[src/lru_block_cache_directory_unit_defines.svh]
// Assertion macros shared by the directory RTL.
`ifndef LRU_BLOCK_CACHE_DIRECTORY_UNIT_DEFINES_SVH
`define LRU_BLOCK_CACHE_DIRECTORY_UNIT_DEFINES_SVH

`ifndef ASSERT_OFF
// Checked property, masked while reset is asserted.
`define LBCD_ASSERT(label, clk, rstn, prop, msg) \
    label: assert property (@(posedge clk) disable iff (!rstn) prop) else $error(msg);
// Checked property, live during reset as well.
`define LBCD_ASSERT_NR(label, clk, prop, msg) \
    label: assert property (@(posedge clk) prop) else $error(msg);
`else
`define LBCD_ASSERT(label, clk, rstn, prop, msg)
`define LBCD_ASSERT_NR(label, clk, prop, msg)
`endif

`endif

[src/lbcd_pkg.sv]
package lbcd_pkg;

    localparam int unsigned DEF_ENTRIES     = 16;
    localparam int unsigned DEF_COORD_BITS  = 16;
    localparam int unsigned DEF_HANDLE_BITS = 32;

    typedef enum logic [1:0] {
        KIND_LOOKUP = 2'd0,
        KIND_INSERT = 2'd1,
        KIND_CLEAR  = 2'd2,
        KIND_NONE   = 2'd3
    } kind_t;

endpackage

[src/lbcd_ram.sv]
module lbcd_ram
    import lbcd_pkg::*;
#(
    parameter int unsigned DEPTH = DEF_ENTRIES,
    parameter int unsigned WIDTH = 3 * DEF_COORD_BITS + DEF_HANDLE_BITS
) (
    input  logic                     aclk,
    input  logic                     we,
    input  logic [$clog2(DEPTH)-1:0] waddr,
    input  logic [WIDTH-1:0]         wdata,
    input  logic [$clog2(DEPTH)-1:0] raddr,
    output logic [WIDTH-1:0]         rdata
);

    logic [WIDTH-1:0] mem [DEPTH];
    logic [WIDTH-1:0] rdata_reg;

    always_ff @(posedge aclk) begin
        if (we) begin
            mem[waddr] <= wdata;
        end
        rdata_reg <= mem[raddr];
    end

    assign rdata = rdata_reg;

endmodule

[src/lru_block_cache_directory_unit.sv]
// Fully associative block directory with least-recently-used replacement.
//
// Input channel (s_*): one request per valid/ready handshake. s_kind selects
// lookup, insert or clear; the key is {s_coord_x, s_coord_y, s_coord_z} and
// s_block_handle is the payload stored by an insert.
// Result channel (m_*): exactly one result per request, in request order.
//
// Entries sit in one memory ordered by recency: slot 0 is the most recent,
// slot count-1 the least recent. A lookup scans slots from 0 upward, so the
// first match is also the most recent duplicate; a hit then shifts the newer
// slots down by one and rewrites the found entry into slot 0. An insert
// shifts every slot down by one (the last slot falls out as the victim when
// the store is full) and writes the new entry into slot 0.
// Each request is worked through the single read port of the entry memory:
// insert shifts then writes slot 0 (no shift when empty); a lookup scans,
// and a hit moves its entry to slot 0; clear and unused kind do neither.
// One request is in flight at a time; s_ready is high only between requests.
// Reset empties the directory at once, with no clearing pass.
// A stalled receiver holds the result register; the next request is still
// taken and worked on, and waits only for the result register to drain.
module lru_block_cache_directory_unit
    import lbcd_pkg::*;
#(
    parameter int unsigned ENTRIES     = DEF_ENTRIES,
    parameter int unsigned COORD_BITS  = DEF_COORD_BITS,
    parameter int unsigned HANDLE_BITS = DEF_HANDLE_BITS
) (
    input  logic                   aclk,
    input  logic                   aresetn,

    input  logic                   s_valid,
    output logic                   s_ready,
    input  logic [1:0]             s_kind,
    input  logic [COORD_BITS-1:0]  s_coord_x,
    input  logic [COORD_BITS-1:0]  s_coord_y,
    input  logic [COORD_BITS-1:0]  s_coord_z,
    input  logic [HANDLE_BITS-1:0] s_block_handle,

    output logic                   m_valid,
    input  logic                   m_ready,
    output logic                   m_hit,
    output logic [HANDLE_BITS-1:0] m_found_handle,
    output logic                   m_evicted,
    output logic [HANDLE_BITS-1:0] m_victim_handle
);

`include "lru_block_cache_directory_unit_defines.svh"

    localparam int unsigned KEY_W = 3 * COORD_BITS;
    localparam int unsigned ENT_W = KEY_W + HANDLE_BITS;
    localparam int unsigned IDX_W = $clog2(ENTRIES);
    localparam int unsigned CNT_W = $clog2(ENTRIES + 1);
    localparam logic [CNT_W-1:0] FULL_CNT = CNT_W'(ENTRIES);

    typedef enum logic [2:0] {
        ST_IDLE,   // wait for a request
        ST_SCAN,   // compare slots 0 upward
        ST_SHIFT,  // move slots down by one, top first
        ST_PUT,    // write the most recent entry into slot 0
        ST_FIN     // hand the result to the output register
    } state_t;

    // Control state
    state_t           state_reg, state_next;
    logic [CNT_W-1:0] count_reg, count_next;
    logic [IDX_W-1:0] idx_reg, idx_next;     // next slot to read
    logic             pend_reg, pend_next;   // memory read data is live
    logic [IDX_W-1:0] pidx_reg, pidx_next;   // slot that the read data came from

    // Request and result payload
    kind_t             kind_reg, kind_next;
    logic [KEY_W-1:0]  key_reg, key_next;
    logic [HANDLE_BITS-1:0] handle_reg, handle_next;
    logic [ENT_W-1:0]  hold_reg, hold_next;  // entry found by a lookup
    logic              res_hit_reg, res_hit_next;
    logic [HANDLE_BITS-1:0] res_found_reg, res_found_next;
    logic              res_evict_reg, res_evict_next;
    logic [HANDLE_BITS-1:0] res_victim_reg, res_victim_next;

    // Output register
    logic              m_valid_reg, m_valid_next;
    logic              m_hit_reg, m_hit_next;
    logic [HANDLE_BITS-1:0] m_found_reg, m_found_next;
    logic              m_evict_reg, m_evict_next;
    logic [HANDLE_BITS-1:0] m_victim_reg, m_victim_next;

    // Entry memory port
    logic             mem_we;
    logic [IDX_W-1:0] mem_waddr;
    logic [ENT_W-1:0] mem_wdata;
    logic [IDX_W-1:0] mem_raddr;
    logic [ENT_W-1:0] mem_rdata;

    logic [KEY_W-1:0]       rd_key;
    logic [HANDLE_BITS-1:0] rd_handle;
    logic                   key_match;
    logic [CNT_W-1:0]       pidx_ext;
    logic [CNT_W-1:0]       last_slot;

    lbcd_ram #(
        .DEPTH (ENTRIES),
        .WIDTH (ENT_W)
    ) u_ram (
        .aclk  (aclk),
        .we    (mem_we),
        .waddr (mem_waddr),
        .wdata (mem_wdata),
        .raddr (mem_raddr),
        .rdata (mem_rdata)
    );

    assign rd_key    = mem_rdata[ENT_W-1:HANDLE_BITS];
    assign rd_handle = mem_rdata[HANDLE_BITS-1:0];
    assign key_match = (rd_key == key_reg);
    assign pidx_ext  = CNT_W'(pidx_reg);
    assign last_slot = count_reg - CNT_W'(1);

    assign s_ready         = (state_reg == ST_IDLE);
    assign m_valid         = m_valid_reg;
    assign m_hit           = m_hit_reg;
    assign m_found_handle  = m_found_reg;
    assign m_evicted       = m_evict_reg;
    assign m_victim_handle = m_victim_reg;

    always_comb begin
        state_next      = state_reg;
        count_next      = count_reg;
        idx_next        = idx_reg;
        pend_next       = pend_reg;
        pidx_next       = pidx_reg;
        kind_next       = kind_reg;
        key_next        = key_reg;
        handle_next     = handle_reg;
        hold_next       = hold_reg;
        res_hit_next    = res_hit_reg;
        res_found_next  = res_found_reg;
        res_evict_next  = res_evict_reg;
        res_victim_next = res_victim_reg;
        m_valid_next    = m_valid_reg;
        m_hit_next      = m_hit_reg;
        m_found_next    = m_found_reg;
        m_evict_next    = m_evict_reg;
        m_victim_next   = m_victim_reg;
        mem_we          = 1'b0;
        mem_waddr       = '0;
        mem_wdata       = mem_rdata;
        mem_raddr       = idx_reg;

        // Drop the result once the receiver takes it
        if (m_valid_reg && m_ready) begin
            m_valid_next = 1'b0;
        end

        unique case (state_reg)
            ST_IDLE: begin
                if (s_valid) begin
                    kind_next       = kind_t'(s_kind);
                    key_next        = {s_coord_x, s_coord_y, s_coord_z};
                    handle_next     = s_block_handle;
                    res_hit_next    = 1'b0;
                    res_found_next  = '0;
                    res_evict_next  = 1'b0;
                    res_victim_next = '0;
                    pend_next       = 1'b0;
                    unique case (kind_t'(s_kind))
                        KIND_LOOKUP: begin
                            idx_next = '0;
                            if (count_reg == '0) begin
                                state_next = ST_FIN;
                            end else begin
                                state_next = ST_SCAN;
                            end
                        end
                        KIND_INSERT: begin
                            res_hit_next = 1'b1;
                            idx_next     = IDX_W'(last_slot);
                            if (count_reg == '0) begin
                                state_next = ST_PUT;
                            end else begin
                                state_next = ST_SHIFT;
                            end
                        end
                        KIND_CLEAR: begin
                            count_next = '0;
                            state_next = ST_FIN;
                        end
                        KIND_NONE: begin
                            state_next = ST_FIN;
                        end
                    endcase
                end
            end

            ST_SCAN: begin
                priority if (pend_reg && key_match) begin
                    // Hit: the first match from slot 0 is the most recent one
                    res_hit_next   = 1'b1;
                    res_found_next = rd_handle;
                    hold_next      = mem_rdata;
                    pend_next      = 1'b0;
                    if (pidx_reg == '0) begin
                        state_next = ST_PUT;
                    end else begin
                        idx_next   = pidx_reg - IDX_W'(1);
                        state_next = ST_SHIFT;
                    end
                end else if (pend_reg && pidx_ext == last_slot) begin
                    pend_next  = 1'b0;
                    state_next = ST_FIN;
                end else begin
                    pend_next = 1'b1;
                    pidx_next = idx_reg;
                    idx_next  = idx_reg + IDX_W'(1);
                end
            end

            ST_SHIFT: begin
                if (pend_reg) begin
                    if (pidx_ext + CNT_W'(1) == FULL_CNT) begin
                        // Last slot falls out of a full store
                        res_evict_next  = 1'b1;
                        res_victim_next = rd_handle;
                    end else begin
                        mem_we    = 1'b1;
                        mem_waddr = pidx_reg + IDX_W'(1);
                        mem_wdata = mem_rdata;
                    end
                end
                if (pend_reg && pidx_reg == '0) begin
                    pend_next  = 1'b0;
                    state_next = ST_PUT;
                end else begin
                    pend_next = 1'b1;
                    pidx_next = idx_reg;
                    idx_next  = idx_reg - IDX_W'(1);
                end
            end

            ST_PUT: begin
                mem_we    = 1'b1;
                mem_waddr = '0;
                if (kind_reg == KIND_INSERT) begin
                    mem_wdata = {key_reg, handle_reg};
                    if (count_reg != FULL_CNT) begin
                        count_next = count_reg + CNT_W'(1);
                    end
                end else begin
                    mem_wdata = hold_reg;
                end
                state_next = ST_FIN;
            end

            ST_FIN: begin
                // Hold until the output register is free
                if (!m_valid_reg || m_ready) begin
                    m_valid_next  = 1'b1;
                    m_hit_next    = res_hit_reg;
                    m_found_next  = res_found_reg;
                    m_evict_next  = res_evict_reg;
                    m_victim_next = res_victim_reg;
                    state_next    = ST_IDLE;
                end
            end
        endcase
    end

    always_ff @(posedge aclk) begin
        if (!aresetn) begin
            state_reg   <= ST_IDLE;
            count_reg   <= '0;
            pend_reg    <= 1'b0;
            m_valid_reg <= 1'b0;
        end else begin
            state_reg   <= state_next;
            count_reg   <= count_next;
            pend_reg    <= pend_next;
            m_valid_reg <= m_valid_next;
        end
        idx_reg        <= idx_next;
        pidx_reg       <= pidx_next;
        kind_reg       <= kind_next;
        key_reg        <= key_next;
        handle_reg     <= handle_next;
        hold_reg       <= hold_next;
        res_hit_reg    <= res_hit_next;
        res_found_reg  <= res_found_next;
        res_evict_reg  <= res_evict_next;
        res_victim_reg <= res_victim_next;
        m_hit_reg      <= m_hit_next;
        m_found_reg    <= m_found_next;
        m_evict_reg    <= m_evict_next;
        m_victim_reg   <= m_victim_next;
    end

    `LBCD_ASSERT(a_count_bound, aclk, aresetn, count_reg <= FULL_CNT, "entry count above capacity")
    `LBCD_ASSERT(a_evict_full, aclk, aresetn, (state_reg == ST_FIN && res_evict_reg) |-> (count_reg == FULL_CNT), "eviction from a store that is not full")
    `LBCD_ASSERT(a_scan_no_write, aclk, aresetn, (state_reg == ST_SCAN) |-> !mem_we, "memory write during key scan")
    `LBCD_ASSERT(a_scan_in_range, aclk, aresetn, (state_reg == ST_SCAN && pend_reg) |-> (pidx_ext < count_reg), "scan read beyond filled slots")
    `LBCD_ASSERT_NR(a_reset_idle, aclk, !aresetn |=> (state_reg == ST_IDLE && !m_valid_reg), "not idle after reset")

endmodule
[config.mk]
export PLATFORM = sky130hd
export DESIGN_NAME = lru_block_cache_directory_unit
export DESIGN_NICKNAME = d
export VERILOG_FILES = /design/src/lbcd_pkg.sv /design/src/lbcd_ram.sv /design/src/lru_block_cache_directory_unit.sv
export VERILOG_INCLUDE_DIRS = /design/src /design/src/src
export SDC_FILE = /design/constraint.sdc
export NUM_CORES = 2
export LEC_CHECK = 0
export BUFFER_PORTS_ARGS = -buffer_cell sky130_fd_sc_hd__clkbuf_2
export CAP_MARGIN = 40
export CORE_ASPECT_RATIO = 0.8
export CORE_MARGIN = 2
export CORE_UTILIZATION = 36
export CTS_CLUSTER_SIZE = 12
export DETAILED_ROUTE_END_ITERATION = 10
export GPL_ROUTABILITY_DRIVEN = 0
export PLACE_DENSITY = 0.5
export SYNTH_ARGS = -nofsm -noshare
export SYNTH_HDL_FRONTEND = slang
export SYNTH_SLANG_ARGS = --single-unit
[constraint.sdc]
create_clock -name aclk -period 7.8 [get_ports aclk]
set_input_delay 0.78 -clock aclk [delete_from_list [all_inputs] [get_ports aclk]]
set_output_delay 0.78 -clock aclk [all_outputs]
set_load 0.01 [all_outputs]
; ---- Word level (Yosys, flattened, before mapping)
; Memory sizes are Yosys's and may differ from the RTL's. A register that Yosys moved wholly into a read port is not among the register bits.
; Cells that the tools add are included.
[word_totals]
n_memories = 1
in_bits = 86
output_inout_bits = 68
ff_bits = 312
mem_bits_rw = 1280
elab_cells = 137
[classes]
reduce_logical = 26
add_sub_neg = 7
eq_ne = 28
mux = 57
[mem_list]
columns = name, words, width, read_ports, rd_ports_with_merged_regs, write_ports, line_no
row1 = u_ram.mem, 16, 80, 1, 1, 1, lbcd_ram.sv:15  ; logic [WIDTH-1:0] mem [DEPTH];
[op_table]
columns = op, n
row1 = 80-bit two-way mux, 2
row2 = 32-bit two-way mux, 4
row3 = 32-bit case mux with 2 select lines, 2
row4 = 48-bit equality test, 1
row5 = 4-bit two-way mux, 11
row6 = "2-bit != test, second input constant", 11
row7 = 5-bit two-way mux, 4
row8 = 1-bit two-way mux, 18
row9 = 3-bit two-way mux, 6
row10 = 4-bit case mux with 2 select lines, 2
row11 = 3-bit case mux with 5 select lines, 1
row12 = 4-bit case mux with 3 select lines, 1
row13 = 4-bit AND reduction, 3
row14 = 5-bit case mux with 2 select lines, 1
row15 = "3-bit != test, second input constant", 3
row16 = 3-bit case mux with 3 select lines, 1
row17 = "4-bit by 1-bit adder with 4-bit output, second input constant", 2
row18 = 2-bit AND reduction, 4
row19 = 2-bit nonzero test, 4
row20 = "4-bit by 1-bit subtractor with 4-bit output, second input constant", 2
row21 = "3-bit by 2-bit equality test with 1-bit output, second input constant", 2
row22 = 1-bit case mux with 2 select lines, 3
row23 = 6-bit AND reduction, 1
row24 = "4-bit by 1-bit adder with 5-bit output, second input constant", 1
row25 = other kinds (23), 28

; ---- Logic depth before layout (Yosys ltp)
[logic_depth]
depth_word = 7
ltp_mapped = 9
ltp_nobuf = 9

; ---- Hierarchy
; From an unflattened synthesis, not the netlist that was laid out.
[hier_totals]
hier_cells = 2921
area_unflattened_um2 = 62304.8
[by_module_without_submodules]
columns = mod, n_inst, cells_per_inst, seq_area_each_um2, area_each_um2
row1 = lbcd_ram, 1, 2054, 40038.4, 49422.4
row2 = lru_block_cache_directory_unit, 1, 867, 9268.9, 12882.4

; ---- Worst setup path after synthesis
; Ideal clock, no wire load.
[synth_path]
path_type = register to register
startpoint = register state_reg[1]
endpoint = memory u_ram.mem[14][0] (netlist name), enable pin
period_less_slack_ns = 5.585
setup_time_ns = 0.519
arrival_ns = 5.065
required_time_ns = 7.281
setup_slack_ns = 2.215
path_stages_with_launch = 8
n_path_buf = 1
cell_sequence = dfxtp_1 -> clkbuf_1 -> inv_1 -> or3_1 -> inv_1 -> nand2_1 -> or3_1 -> nor2_1
[synth_between]
elab_chain_cells = 4
word_cells_on_any_way = 6
classes_between = eq/ne: 2 / mux: 4
[synth_rtl]
columns = item, line_no
row1 = start: declaration, lru_block_cache_directory_unit.sv:64  ; state_t state_reg, state_next;
row2 = start signal: assignment, lru_block_cache_directory_unit.sv:274  ; state_reg <= state_next;
row3 = 3-bit by 2-bit equality test with 1-bit output, lru_block_cache_directory_unit.sv:154  ; unique case (state_reg)
row4 = 1-bit case mux with 2 select lines, lru_block_cache_directory_unit.sv:154
row5 = 1-bit two-way mux, lbcd_ram.sv:19  ; if (we) begin
row6 = 1-bit two-way mux (not written as such), lbcd_ram.sv:20  ; mem[waddr] <= wdata;
row7 = end: declaration, lbcd_ram.sv:15
; Several ways; a longest one is shown, not always the timed one.

; ---- Final worst setup path
[layout_path]
startpoint = register key_reg[42]
endpoint = register hold_reg[49], enable pin
[layout_between]
elab_chain_cells = 3
[layout_rtl]
columns = item, line_no
row1 = start: declaration, lru_block_cache_directory_unit.sv:72  ; logic [KEY_W-1:0] key_reg, key_next;
row2 = start signal: assignment, lru_block_cache_directory_unit.sv:282  ; key_reg <= key_next;
row3 = 48-bit equality test, lru_block_cache_directory_unit.sv:114  ; assign key_match = (rd_key == key_reg);
row4 = 1-bit logical AND, lru_block_cache_directory_unit.sv:195  ; priority if (pend_reg && key_match) begin
row5 = 2-bit AND reduction (no source line), --
row6 = end signal: assignment, lru_block_cache_directory_unit.sv:284  ; hold_reg <= hold_next;
row7 = end: declaration, lru_block_cache_directory_unit.sv:74  ; logic [ENT_W-1:0] hold_reg, hold_next;
; Every way passes these cells.
; A chain may end at the register's enable or synchronous reset.

==> impl_metrics.yaml <==
status:
  status: "finished clean"
detailed_routing:
  wl_um: 148000
  drc_errors: 0
  dr_total_vias: 28550
  viasPerCell: 5.18
  dr.pass1.iters: 7
  drtIter0Drc: 2634
  wire_per_inst_um: 26.8
  ant_nets: 0
global_route:
  antenna_found_initial: 7
  grt_start_max_net_pins: 151
  grt_use_total: 0.167
  grt_pass1_wl_um: 215000
  grt.overflow.total: 0
  grt_pass1_vias: 30220
timing:
  setup_viol: 0
  finalCriticalPeriod_ns: 4.74
  rsz0062_at_grt: "no"
  final_hold_viol_count: 0
  fin_setup_tns_ns: 0
  maxSlewHeadroom: 0.178
  tightest_slew_ns: 1.23
  final.setup.worst_slack_ns: 3.06
  min_period_over_period: 0.607
  finalMaxSlewViolations: 0
  fmax_mhz: 211
  clock_skew_ns: 0.0353
logic_synthesis:
  ys_seq_area_frac: 0.791
  synth-seq-cells: 1672
  synth_ff_type: "edfxtp_1"
  ys_types: 50
  synth_top_area_cell: "edfxtp_1"
  async_flop_share: 0
  synth-edff-count: 1582
  syn_nets: 2868
  postSynthAreaPerCell_um2: 22.5
  synth_warnings: 0
  synth_area_leaders: "edfxtp_1, mux4_2, dfxtp_1"
  synthCells: 2775
  netlist_area_um2: 62400
  synth_top_area_frac: 0.762
worst_setup_path:
  crit_slowest_cell: "nor4_1"
  critPathBufInv: 2
  path_cells: "xnor2_1 -> nand4_1 -> nor4_1 -> nand4_1 -> or3_4 -> inv_4 -> buf_4"
  crit_type: "flop to flop"
  slowest_delay_ns: 0.87
  crit_path_start: "key_reg[42]$_DFFE_PP_"
  worstPathRequired_ns: 8.19
  worst_r2r_endpoint: "hold_reg[49]$_DFFE_PP_"
  start_kind: "flop"
  setup.worst_path.end_class: "flop"
  rrSetupSlack_ns: 3.06
  r2r_start: "key_reg[42]$_DFFE_PP_"
  crit_family: "simple AND/OR/NAND/NOR gates"
  worst-path-max-fanout: 42
  cpMostUsedCell: "nand4_1"
  worst_r2r_path_depth: 7
  cp-endpoint: "hold_reg[49]$_DFFE_PP_"
  crit_arrival_ns: 5.13
  crit_cells: 7
clock_network:
  cts_sinks: 1672
  cts.reportedPaths.clkPinSlew_ns: 0.06
  cts_buffers: 166
  post_cts_resized: 0
  clkLatencyLatePin_ns: 0.79
  cts_tree: "done"
  cts_buffer_depth: 3
  clockRootBuffer: "clkbuf_16"
  cts_hold_buf: 0
  postCtsSetupBuffers: 0
  htreeDepth: 4
finish:
  syn_to_final_growth_pct: 15.6
  layout.nets: 3196
  stdcell_area_um2: 72100
  n_fill_cell: 14914
  regArea_um2: 49300
  largest_reg_flops: 1280
  multi_input_area_um2: 12600
  layout-drive-gt1-share: 0.286
placement:
  port-buffer-count: 153
  place_ws_ns: 3.19
  hpwl_um: 84300
  postPlaceCellArea_um2: 67100
floorplanning:
  die_h_um: 376
  core_area_um2: 172000
  die_x_um: 469
  row_count: 136
  floorplan.initialDensity: 0.363
  io_pins: 154
  dieArea_um2: 177000
power_and_ir_drop:
  ir_worst_vdd_mv: 0.321
  leakage_nw: 23.5
  total_power_mw: 26.7
  p_per_area_nw_per_um2: 370
job:
  drv_cap: 0
hold_path:
  hold_path_depth: 1
  hold_path_class: "primary input to flop"
==> metrics by stage <==
stage	instances	util	hold WS, ns
floorplan	2775	-	0.400
CTS	5509	0.420	0.0896
global route	5510	0.420	0.141
global placement	5182	0.388	0.404
finish	5511	0.420	0.171
detailed placement	5211	0.390	0.405
==> kinds of logic (layout without fill, tap and decap cells) <==
| group | count (synthesis) | in the layout | share of synthesized area |
|---|---|---|---|
| flops | 1672 | 1672 | 0.791 |
| mux | 474 | 474 | 0.156 |
| simple gates | 266 | 266 | 0.0214 |
| xor+xnor | 52 | 52 | 0.00730 |
| fa+ha+maj | 7 | 7 | 0.00140 |
| compound gates | 142 | 142 | 0.0131 |
| buf+inv | 162 | 620 | 0.00985 |
| other cells | 0 | 1 | 0 |
==> per-layer routing <==
layer,wire [um],part of all wire,vias up,GRT usage
li1,-,-,12202,-
met1,68600,0.46,15404,0.241
met2,69800,0.47,735,0.266
met3,6280,0.043,209,0.0243
met4,2980,0.020,0,0.0462
met5,0,0,-,0
==> report_power, final <==
part | switching (mW) | internal, mW | total (mW)
registers | 0.469 | 11.9 | 12.3
logic | 3.89 | 2.92 | 6.81
clock network | 3.28 | 4.26 | 7.54
total | 7.64 | 19.1 | 26.7
==> synth_stat cells, types with 28 or more instances <==
library cell and n:
clkbuf_1 101, o21ai_0 87, xnor2_1 28, and3_1 37
nor2_1 42, buf_1 30, mux2i_1 74, edfxtp_1 1582
and2_1 32, mux4_2 400, nand2_1 101, dfxtp_1 90
==> cells in the final DEF, fill, tap and decap left out, drive strengths merged, types with 31 or more instances in the layout <==
| cell | n |
|---|---|
| and2 | 32 |
| nor2 | 42 |
| o21ai | 90 |
| edfxtp | 1582 |
| buf | 143 |
| inv | 31 |
| and3 | 37 |
| dfxtp | 90 |
| mux2i | 74 |
| clkbuf | 427 |
| mux4 | 400 |
| nand2 | 101 |
==> worst min path at each step <==
stage | endpoint | slack (ns) | from
after floorplan | m_evicted$_DFFE_PP_ | 0.40 | res_evict_reg$_DFFE_PP_
after global placement | m_victim_handle[13]$_DFFE_PP_ | 0.40 | res_victim_reg[13]$_SDFFCE_PN0P_
after global routing | handle_reg[29]$_DFFE_PP_ | 0.14 | s_block_handle[29]
after CTS | handle_reg[7]$_DFFE_PP_ | 0.09 | s_block_handle[7]
after detailed placement | m_found_handle[11]$_DFFE_PP_ | 0.40 | res_found_reg[11]$_SDFFCE_PN0P_
final | key_reg[42]$_DFFE_PP_ | 0.17 | s_coord_x[10]
==> cell type report <==
| class | instances | area share |
|---|---|---|
| diodes | 1 | 0.0000347 |
| clock buffers | 274 | 0.0660 |
| clock inverters | 24 | 0.00370 |
| inverters | 26 | 0.00142 |
| multi-input cells | 941 | 0.175 |
| flip-flops and latches | 1672 | 0.684 |
| well taps | 2277 | 0.0395 |
| repair buffers | 296 | 0.0308 |
No activity file was read; power rests on OpenSTA's default activity.
